==> src/hdl/ips_pkg.sv <==
// Package: types, codes and constants of the ICE ping and switch scheduler.
package ips_pkg;

	localparam int unsigned MAX_CONNECTIONS = 8;
	localparam int unsigned SLOT_W = 3;
	localparam int unsigned CFG_IDX_W = 3;
	localparam int unsigned CFG_DATA_W = 16;

	// Operation codes
	localparam logic [2:0] KIND_WRITE = 3'd0;
	localparam logic [2:0] KIND_REMOVE = 3'd1;
	localparam logic [2:0] KIND_SELECT = 3'd2;
	localparam logic [2:0] KIND_MARK = 3'd3;
	localparam logic [2:0] KIND_SORT = 3'd4;
	localparam logic [2:0] KIND_SET_SEL = 3'd5;
	// Unused codes: no state change, all-zero result
	localparam logic [2:0] KIND_SPARE_6 = 3'd6;
	localparam logic [2:0] KIND_SPARE_7 = 3'd7;

	// Register indexes
	localparam logic [2:0] REG_WEAK_INT = 3'd0;
	localparam logic [2:0] REG_STRONG_INT = 3'd1;
	localparam logic [2:0] REG_STABLING_INT = 3'd2;
	localparam logic [2:0] REG_STABLE_INT = 3'd3;
	localparam logic [2:0] REG_MIN_PINGS = 3'd4;
	localparam logic [2:0] REG_MIN_RTT_GAIN = 3'd5;

	localparam logic [1:0] WS_UNRELIABLE = 2'd1;
	localparam int unsigned FLAG_WRITABLE = 0;
	localparam int unsigned FLAG_RECEIVING = 1;
	localparam int unsigned FLAG_STABLE = 2;
	localparam int unsigned FLAG_CREDS = 3;

	typedef struct packed {
		logic [2:0]  kind;
		logic [2:0]  slot;
		logic [1:0]  wr_state;
		logic [3:0]  link_flags;
		logic [31:0] priority_req;
		logic [15:0] rtt_ms;
		logic [7:0]  pings_sent;
		logic [39:0] time_ms;
		logic [39:0] last_any_ping_ms;
		logic        controller_weak;
	} item_t;

	typedef struct packed {
		logic        found;
		logic [2:0]  chosen_slot;
		logic [15:0] interval_ms;
	} result_t;

	// Controller commands to the datapath
	typedef struct packed {
		logic load;      // capture item and apply table updates
		logic scan_clr;  // clear scan accumulators
		logic scan_en;   // evaluate slot scan_idx
		logic refill;    // clear pinged marks, restart ping search
		logic finish;    // compute result
		logic [SLOT_W-1:0] scan_idx;
	} ctrl_t;

	// Datapath status to the controller
	typedef struct packed {
		logic gate_ok;   // global interval passed (select)
		logic sel_hit;   // selected slot qualifies (select)
		logic any_unp;   // some unpinged pingable slot seen
	} stat_t;

endpackage

==> src/hdl/ips_ctrl.sv <==
// Controller: sequences load, slot scans and result for each item.
module ips_ctrl (
	input  logic                 clk,
	input  logic                 arst_n,
	input  logic                 start,
	input  logic [2:0]           kind,
	input  ips_pkg::stat_t       stat,
	output logic                 busy,
	output ips_pkg::ctrl_t       ctrl
);

	typedef enum logic [5:0] {
		ST_IDLE   = 6'b000001,
		ST_SCAN   = 6'b000010,
		ST_CHECK  = 6'b000100,
		ST_SCAN2  = 6'b001000,
		ST_FINISH = 6'b010000,
		ST_PRE    = 6'b100000
	} state_t;

	state_t state_q;
	logic [ips_pkg::SLOT_W-1:0] idx_q;
	logic [2:0] kind_q;
	localparam logic [ips_pkg::SLOT_W-1:0] LAST =
		ips_pkg::SLOT_W'(ips_pkg::MAX_CONNECTIONS - 1);

	assign busy = (state_q != ST_IDLE);

	// Command decode
	always_comb begin
		ctrl = '0;
		ctrl.scan_idx = idx_q;
		case (state_q)
			ST_IDLE: begin
				ctrl.load = start;
			end
			ST_PRE: begin
				ctrl.scan_clr = 1'b1;
			end
			ST_SCAN, ST_SCAN2: begin
				ctrl.scan_en = 1'b1;
			end
			ST_CHECK: begin
				ctrl.refill = !stat.any_unp;
				ctrl.scan_clr = 1'b1;
			end
			ST_FINISH: begin
				ctrl.finish = 1'b1;
			end
			default: ;
		endcase
	end

	// Sequencing
	always_ff @(posedge clk or negedge arst_n) begin
		if (!arst_n) begin
			state_q <= ST_IDLE;
			idx_q <= '0;
			kind_q <= '0;
		end else begin
			case (state_q)
				ST_IDLE: begin
					idx_q <= '0;
					if (start) begin
						kind_q <= kind;
						if (kind == ips_pkg::KIND_SELECT || kind == ips_pkg::KIND_SORT)
							state_q <= ST_PRE;
						else
							state_q <= ST_FINISH;
					end
				end
				ST_PRE: begin
					state_q <= ST_SCAN;
				end
				ST_SCAN: begin
					idx_q <= idx_q + 1'b1;
					if (idx_q == LAST) begin
						idx_q <= '0;
						if (kind_q == ips_pkg::KIND_SELECT && stat.gate_ok && !stat.sel_hit)
							state_q <= ST_CHECK;
						else
							state_q <= ST_FINISH;
					end
				end
				ST_CHECK: begin
					state_q <= ST_SCAN2;
				end
				ST_SCAN2: begin
					idx_q <= idx_q + 1'b1;
					if (idx_q == LAST) begin
						idx_q <= '0;
						state_q <= ST_FINISH;
					end
				end
				ST_FINISH: begin
					state_q <= ST_IDLE;
				end
				default: state_q <= ST_IDLE;
			endcase
		end
	end

endmodule

==> src/hdl/ips_dp.sv <==
// Datapath: slot table, configuration registers and one-slot-per-cycle scan.
module ips_dp (
	input  logic                            clk,
	input  logic                            arst_n,
	input  ips_pkg::item_t                  item,
	input  logic                            cfg_we,
	input  logic [ips_pkg::CFG_IDX_W-1:0]   cfg_idx,
	input  logic [ips_pkg::CFG_DATA_W-1:0]  cfg_data,
	input  ips_pkg::ctrl_t                  ctrl,
	output ips_pkg::stat_t                  stat,
	output logic                            res_valid,
	output ips_pkg::result_t                res
);

	localparam int unsigned N = ips_pkg::MAX_CONNECTIONS;
	localparam int unsigned SW = ips_pkg::SLOT_W;

	logic [15:0] weak_int_q, strong_int_q, stabling_int_q, stable_int_q, gain_q;
	logic [7:0]  min_pings_q;

	logic [N-1:0] valid_q, pinged_q;
	logic [1:0]   ws_q [N];
	logic [3:0]   fl_q [N];
	logic [31:0]  pri_q [N];
	logic [15:0]  rtt_q [N];
	logic [7:0]   pings_q [N];
	logic [39:0]  lp_q [N];
	logic         sel_v_q;
	logic [SW-1:0] sel_i_q;

	ips_pkg::item_t it_q;

	// Scan accumulators
	logic          need_more_q, any_q, have_q, sel_hit_q;
	logic [SW-1:0] top_q;

	// Per-slot evaluation of scan_idx
	logic [SW-1:0] si;
	logic [15:0]   s_int;
	logic          past, pingable_c, cand, better;
	logic [40:0]   due;
	assign si = ctrl.scan_idx;

	always_comb begin
		if (pings_q[si] < min_pings_q)
			s_int = weak_int_q;
		else if (it_q.controller_weak || !fl_q[si][ips_pkg::FLAG_STABLE])
			s_int = stabling_int_q;
		else
			s_int = stable_int_q;
		due = {1'b0, lp_q[si]} + 41'(s_int);
		past = {1'b0, it_q.time_ms} >= due;
		pingable_c = fl_q[si][ips_pkg::FLAG_CREDS] && (it_q.controller_weak || past);
		cand = valid_q[si] && !pinged_q[si] && pingable_c;
	end

	// Ranking of scan slot against current top
	always_comb begin
		if (fl_q[si][ips_pkg::FLAG_WRITABLE] != fl_q[top_q][ips_pkg::FLAG_WRITABLE])
			better = fl_q[si][ips_pkg::FLAG_WRITABLE];
		else if (ws_q[si] != ws_q[top_q])
			better = ws_q[si] < ws_q[top_q];
		else if (fl_q[si][ips_pkg::FLAG_RECEIVING] != fl_q[top_q][ips_pkg::FLAG_RECEIVING])
			better = fl_q[si][ips_pkg::FLAG_RECEIVING];
		else if (pri_q[si] != pri_q[top_q])
			better = pri_q[si] > pri_q[top_q];
		else
			better = rtt_q[si] < rtt_q[top_q];
	end

	// Selected slot check, evaluated while scanning that slot
	logic sel_here;
	assign sel_here = sel_v_q && (sel_i_q == si) && valid_q[si] &&
		fl_q[si][ips_pkg::FLAG_WRITABLE] && past;

	// Global interval gate; the slot being scanned counts in the same cycle
	logic        need_more_c;
	logic [15:0] g_int;
	logic        gate_c;
	assign need_more_c = need_more_q ||
		(ctrl.scan_en && valid_q[si] && pings_q[si] < min_pings_q);
	assign g_int = (it_q.controller_weak || need_more_c) ? weak_int_q : strong_int_q;
	assign gate_c = {1'b0, it_q.time_ms} >= ({1'b0, it_q.last_any_ping_ms} + 41'(g_int));

	assign stat.gate_ok = gate_c;
	assign stat.sel_hit = sel_hit_q || (ctrl.scan_en && sel_here);
	assign stat.any_unp = any_q;

	// Configuration registers
	always_ff @(posedge clk or negedge arst_n) begin
		if (!arst_n) begin
			weak_int_q <= 16'd48;
			strong_int_q <= 16'd480;
			stabling_int_q <= 16'd900;
			stable_int_q <= 16'd2500;
			min_pings_q <= 8'd3;
			gain_q <= 16'd10;
		end else if (cfg_we) begin
			case (cfg_idx)
				ips_pkg::REG_WEAK_INT:     weak_int_q <= cfg_data;
				ips_pkg::REG_STRONG_INT:   strong_int_q <= cfg_data;
				ips_pkg::REG_STABLING_INT: stabling_int_q <= cfg_data;
				ips_pkg::REG_STABLE_INT:   stable_int_q <= cfg_data;
				ips_pkg::REG_MIN_PINGS:    min_pings_q <= cfg_data[7:0];
				ips_pkg::REG_MIN_RTT_GAIN: gain_q <= cfg_data;
				default: ;
			endcase
		end
	end

	// Slot attributes (no reset)
	always_ff @(posedge clk) begin
		if (ctrl.load) it_q <= item;
		if (ctrl.load && item.kind == ips_pkg::KIND_WRITE) begin
			ws_q[item.slot] <= item.wr_state;
			fl_q[item.slot] <= item.link_flags;
			pri_q[item.slot] <= item.priority_req;
			rtt_q[item.slot] <= item.rtt_ms;
			pings_q[item.slot] <= item.pings_sent;
			lp_q[item.slot] <= item.time_ms;
		end
	end

	// Valid, pinged and selection state
	always_ff @(posedge clk or negedge arst_n) begin
		if (!arst_n) begin
			valid_q <= '0;
			pinged_q <= '0;
			sel_v_q <= 1'b0;
			sel_i_q <= '0;
		end else if (ctrl.load) begin
			case (item.kind)
				ips_pkg::KIND_WRITE: begin
					if (!valid_q[item.slot]) pinged_q[item.slot] <= 1'b0;
					valid_q[item.slot] <= 1'b1;
				end
				ips_pkg::KIND_REMOVE: begin
					valid_q[item.slot] <= 1'b0;
					pinged_q[item.slot] <= 1'b0;
					if (sel_v_q && sel_i_q == item.slot) sel_v_q <= 1'b0;
				end
				ips_pkg::KIND_MARK: begin
					if (valid_q[item.slot]) pinged_q[item.slot] <= 1'b1;
				end
				ips_pkg::KIND_SET_SEL: begin
					sel_v_q <= valid_q[item.slot];
					sel_i_q <= valid_q[item.slot] ? item.slot : '0;
				end
				default: ;
			endcase
		end else if (ctrl.refill) begin
			pinged_q <= '0;
		end
	end

	// Scan accumulators
	always_ff @(posedge clk) begin
		if (ctrl.scan_clr) begin
			any_q <= 1'b0;
			have_q <= 1'b0;
			top_q <= '0;
			if (!ctrl.refill) begin
				need_more_q <= 1'b0;
				sel_hit_q <= 1'b0;
			end
		end else if (ctrl.scan_en) begin
			if (valid_q[si] && pings_q[si] < min_pings_q) need_more_q <= 1'b1;
			if (sel_here) sel_hit_q <= 1'b1;
			if (cand) any_q <= 1'b1;
			if (it_q.kind == ips_pkg::KIND_SORT) begin
				if (valid_q[si] && (!have_q || better)) begin
					top_q <= si;
					have_q <= 1'b1;
				end
			end else if (cand && (!have_q || lp_q[si] < lp_q[top_q])) begin
				top_q <= si;
				have_q <= 1'b1;
			end
		end
	end

	// Result formation
	logic        sw_ok;
	logic [16:0] rtt_sum;
	ips_pkg::result_t res_c;
	assign rtt_sum = {1'b0, rtt_q[top_q]} + {1'b0, gain_q};
	always_comb begin
		sw_ok = have_q &&
			(fl_q[top_q][ips_pkg::FLAG_WRITABLE] || ws_q[top_q] == ips_pkg::WS_UNRELIABLE) &&
			!(sel_v_q && sel_i_q == top_q) &&
			(!sel_v_q || !valid_q[sel_i_q] || rtt_sum <= {1'b0, rtt_q[sel_i_q]});
	end

	always_comb begin
		res_c = '0;
		case (it_q.kind)
			ips_pkg::KIND_SELECT: begin
				res_c.interval_ms = g_int;
				if (gate_c) begin
					if (sel_hit_q) begin
						res_c.found = 1'b1;
						res_c.chosen_slot = sel_i_q;
					end else if (have_q) begin
						res_c.found = 1'b1;
						res_c.chosen_slot = top_q;
					end
				end
			end
			ips_pkg::KIND_SORT: begin
				if (sw_ok) begin
					res_c.found = 1'b1;
					res_c.chosen_slot = top_q;
				end
			end
			default: ;
		endcase
	end

	always_ff @(posedge clk or negedge arst_n) begin
		if (!arst_n) begin
			res_valid <= 1'b0;
		end else begin
			res_valid <= ctrl.finish;
		end
	end

	always_ff @(posedge clk) begin
		if (ctrl.finish) res <= res_c;
	end

endmodule

==> src/hdl/ice_ping_and_switch_scheduler.sv <==
// Top level of the ICE ping and switch scheduler.
//   channel  direction  handshake             payload
//   item     in         start & !busy         item (item_t)
//   result   out        done (one cycle)      result (result_t)
//   config   in         cfg_we                cfg_index, cfg_data
// Write, remove, mark, set-selected and unused kinds go from idle straight to the
// finish state. Sort-switch and select clear the scan state, then scan every slot
// before finish; select scans a second time when the unpinged set is searched
// (a second pass of one slot per cycle after a possible refill).
// busy falls as done rises, so the next item can go on the result's edge.
// Reset clears valid and pinged marks, selection and loads register defaults.
// The receiver cannot stall; busy holds off the next item.
module ice_ping_and_switch_scheduler (
	input  logic                            clk,
	input  logic                            arst_n,
	input  logic                            start,
	input  ips_pkg::item_t                  item,
	output logic                            busy,
	output logic                            done,
	output ips_pkg::result_t                result,
	input  logic                            cfg_we,
	input  logic [ips_pkg::CFG_IDX_W-1:0]   cfg_index,
	input  logic [ips_pkg::CFG_DATA_W-1:0]  cfg_data
);

	ips_pkg::ctrl_t ctrl;
	ips_pkg::stat_t stat;

	ips_ctrl u_ctrl (
		.clk(clk), .arst_n(arst_n), .start(start), .kind(item.kind),
		.stat(stat), .busy(busy), .ctrl(ctrl)
	);

	ips_dp u_dp (
		.clk(clk), .arst_n(arst_n), .item(item), .cfg_we(cfg_we),
		.cfg_idx(cfg_index), .cfg_data(cfg_data), .ctrl(ctrl), .stat(stat),
		.res_valid(done), .res(result)
	);

endmodule
==> config.mk <==
export PLATFORM = sky130hd
export DESIGN_NAME = ice_ping_and_switch_scheduler
export DESIGN_NICKNAME = d
export VERILOG_FILES = /design/src/hdl/ips_pkg.sv /design/src/hdl/ips_ctrl.sv /design/src/hdl/ips_dp.sv /design/src/hdl/ice_ping_and_switch_scheduler.sv
export SDC_FILE = /design/constraint.sdc
export NUM_CORES = 2
export LEC_CHECK = 0
export ABC_AREA = 0
export ABC_CLOCK_PERIOD_IN_PS = 10900
export BUFFER_PORTS_ARGS = -buffer_cell sky130_fd_sc_hd__buf_4
export CAP_MARGIN = 15
export CORE_MARGIN = 2
export CORE_UTILIZATION = 55
export DETAILED_ROUTE_END_ITERATION = 6
export PLACE_DENSITY = 0.76
export SLEW_MARGIN = 10
export SYNTH_ARGS = -nofsm -noshare
export SYNTH_HDL_FRONTEND = slang
export SYNTH_SLANG_ARGS = --single-unit
==> constraint.sdc <==
create_clock -name clk -period 10.9 [get_ports clk]
set_input_delay 2.18 -clock clk [delete_from_list [all_inputs] [get_ports clk]]
set_output_delay 2.18 -clock clk [all_outputs]
set_load 0.005 [all_outputs]
==> metrics.md <==
| Metric | Value |
|---|---|
| Post-synth EDFFs | `922` |
| Net Sw Power | `2.95 mW` |
| CTS tree | `done` |
| Gate power share | `0.197` |
| CP Max Fanout | `51` |
| CTS H-Tree Depth | `3` |
| Dpl hpwl | `84500 µm` |
| FF/Latch Area | `30900 µm²` |
| Initial drt markers | `3517` |
| Std-Cell Rows | `114` |
| Synth warn | `0` |
| Status | `finished clean` |
| Pin count of the biggest net entering global routing | `103` |
| Vias per cell | `6.53` |
| Synthesis-to-layout area growth | `12.3%` |
| Seq pwr share | `0.452` |
| Drt total wl | `136000 µm` |
| Die X | `316 µm` |
| Final min period | `8.78 ns` |
| Residual DRC count | `0` |
| VDD IR max | `0.178 mV` |
| Net count, final | `3950` |
| Final GP Congestion | `0.920` |
| Final Hold Viols | `0` |
| Most frequent cells in the layout | `edfxtp_1, mux4_2, nand2_1` |
| Area leader, netlist | `edfxtp_1` |
| Commonest non-fill, non-tap cell in the layout | `edfxtp_1` |
| IO Port Bufs | `193` |
| Drt pass-1 iters | `6` |
| CP Capture Type | `flip-flop` |
| Register area share after synthesis | `0.578` |
| Clock Power Share | `0.351` |
| Clock slew seen by the registers of the worst setup and hold paths | `0.06 ns` |
| I/O pin cnt | `194` |
| Non-filler instance count after layout | `4913` |
| Maxcap violations | `0` |
| Layout fillers | `6834` |
| Hold crit path type | `reg -> reg` |
| Sum Neg Setup Slack | `0 ns` |
| CTS root buf | `clkbuf_16` |
| Slowest CP cell | `dfrtp_4` |
| Routed len/inst | `27.8 µm` |
| Share of cells above drive strength 1 | `0.276` |
| Total Routing Usage GR | `0.276` |
| Final setup vio count | `0` |
| Core Area | `96600 µm²` |
| Clock skew | `0.0281 ns` |
| ANT nets after route | `0` |
| Largest family of logic cells by synthesized area | `multiplexers` |
| PwrDens | `178 nW/µm²` |
| Mapped Nets | `3759` |
| Tcrit/Tclk final | `0.806` |
| GRT overflow | `0` |
| Inst Count DP | `4700` |
| Hold_buf cts | `0` |
| Synth unique cells | `74` |
| Internal power | `7.73 mW` |
| Critical path arrival | `9.35 ns` |
| Net Sw Frac | `0.276` |
| Netlist Area Pre-Place | `53500 µm²` |
| Setup bufs post-CTS | `0` |
| Mux contribution to synthesized area | `0.229` |
| CTS Buffer Depth | `3` |
| Ys async rst share | `0.115` |
| Slew Viols, Final | `0` |
| Die span in y | `316 µm` |
| Initial antenna violation count | `19` |
| Synth Area in Compound Gates | `0.0422` |
| Max-slew headroom | `0.227` |
| Startpoint Class | `flip-flop` |
| Slew of the pin with the lowest slew margin | `1.14 ns` |
| Top_reg_cell synth | `edfxtp_1` |
| Vias in the first global route | `32800` |
| Post-Synth Simple-Gate Area | `0.0589` |
| RSZ-0062 raised after global routing | `no` |
| Multi-input gate area | `21700 µm²` |
| Fmax | `114 MHz` |
| Global-route wire length before repair | `203000 µm` |
| XOR/XNOR share of the synthesized area | `0.0167` |
| Post-cts sizing count | `0` |
| WS Path Type | `reg -> reg` |
| Adder-cell share of the synthesized area | `0.0577` |
| Synth top area cells | `edfxtp_1, mux4_2, ha_1` |
| Clock buffer count from CTS | `108` |
| Register bit total from synthesis | `1051` |
| Clock Sinks | `1051` |
| Area share of the largest cell type after synthesis | `0.518` |
| Peak per-stage delay on the critical path | `1.13 ns` |
| Req. time, crit path | `11.46 ns` |
| Vias | `32100` |
| Cells after Synth | `3343` |
| Pleak | `20.4 nW` |
| Syn_area_per_cell | `16.0 µm²` |
| Initial Util | `0.554` |
| Die area | `99700 µm²` |
| Clock Latency Late Sink | `0.70 ns` |
-- logic make-up after synthesis --
group           count (synthesis)
compound gates                351
xor+xnor                      102
fa+ha+maj                     245
buf+inv                       232
flops                        1051
mux                           679
simple gates                  683
-- power by group through the flow --
stage                     clock network (mW)  logic, mW  registers (mW)
after floorplan                            0       1.51            4.80
after global placement                     0       2.05            4.89
after detailed placement                   0       2.09            4.89
after CTS                               3.80       2.11            4.81
after global routing                    3.96       2.34            4.84
final                                   3.75       2.11            4.82
-- path summary, 6_finish.rpt --
check	startpoint	to	slack (ns)	cells after the start
min in group asynchronous	arst_n	u_dp.gain_q[5]$_DFFE_PN0P_	1.52	1
max reg2reg	u_ctrl.idx_q[0]$_DFFE_PN0P_	u_dp.res[18]$_DFFE_PP_	2.12	31
min reg2reg	u_dp.any_q$_SDFFE_PN0P_	u_dp.any_q$_SDFFE_PN0P_	0.46	1
max	u_ctrl.idx_q[0]$_DFFE_PN0P_	u_dp.res[18]$_DFFE_PP_	2.12	31
max in group asynchronous	arst_n	u_dp.stable_int_q[1]$_DFFE_PN0P_	8.02	2
min	u_dp.any_q$_SDFFE_PN0P_	u_dp.any_q$_SDFFE_PN0P_	0.46	1
-- registers in the layout, indices dropped and copies added (netlist names), 3 cells and up, named ones only --
name / count
u_dp.ws_q: 16
u_dp.res: 20
u_dp.fl_q: 32
u_dp.min_pings_q: 8
u_dp.lp_q: 320
u_dp.pinged_q: 8
u_dp.top_q: 3
u_ctrl.idx_q: 3
u_dp.rtt_q: 128
u_dp.it_q: 84
u_dp.strong_int_q: 16
u_dp.stable_int_q: 16
u_dp.stabling_int_q: 16
u_ctrl.state_q: 6
u_dp.pri_q: 256
u_dp.weak_int_q: 16
u_ctrl.kind_q: 3
u_dp.sel_i_q: 3
u_dp.pings_q: 64
u_dp.gain_q: 16
-- metal layers --
metal | track usage | routed length [µm] | share of wire | vias to the layer above
li1 | - | - | - | 13900
met1 | 0.379 | 54200 | 0.40 | 16400
met2 | 0.435 | 64400 | 0.47 | 1570
met3 | 0.0676 | 13800 | 0.10 | 218
met4 | 0.0981 | 3930 | 0.029 | 18
met5 | 0 | 114 | 0.00084 | -
-- worst max-delay path, delay by kind of cell, from the launching register on --
kind	cells	cell delay (ns)
compound gates	10	2.53
xor+xnor	1	0.07
fa+ha+maj	3	0.90
buf+inv	3	1.11
flops	1	1.13
mux	2	0.93
simple gates	12	1.90
-- layout make-up --
type | count | share of cell area
inverters | 75 | 0.00475
clock buffers | 133 | 0.0480
multi-input cells | 2060 | 0.361
clock inverters | 71 | 0.0125
flip-flops and latches | 1051 | 0.515
well taps | 1276 | 0.0266
repair buffers | 238 | 0.0314
diodes | 9 | 0.000375
-- cells in the mapped netlist (all sizes together) (5+ instances only) --
cell type	number
a21boi	5
o211ai	11
nand2	308
inv	75
nor3	33
o21ai	65
a221oi	5
dfstp	20
or3	13
and4	5
nor4	13
nor2b	35
o221ai	5
buf	74
a31oi	10
o2111ai	6
mux2i	137
nand3	46
mux2	120
nand2b	14
nor2	124
and3	15
xor2	31
nand4	45
nor3b	7
edfxtp	922
a21oi	112
dfrtp	101
o21bai	11
o21a	16
clkbuf	83
o31ai	8
mux4	422
nand3b	6
dfxtp	8
and2	7
o22ai	6
a21o	30
ha	241
a211oi	20
xnor2	71
-- per-stage QoR --
step / utilization / area, µm² / setup WS, ns / power (mW) / hold WS (ns)
2_1_floorplan: - / 53500 / 2.37 / 6.31 / 0.432
3_3_place_gp: 0.584 / 56400 / 2.37 / 6.94 / 0.444
3_5_place_dp: 0.584 / 56400 / 2.12 / 6.98 / 0.446
4_1_cts: 0.622 / 60000 / 2.10 / 10.7 / 0.461
5_1_grt: 0.622 / 60000 / 1.34 / 11.1 / 0.478
6_report: 0.622 / 60000 / 2.12 / 10.7 / 0.461
No activity file was read; power rests on OpenSTA's default activity.
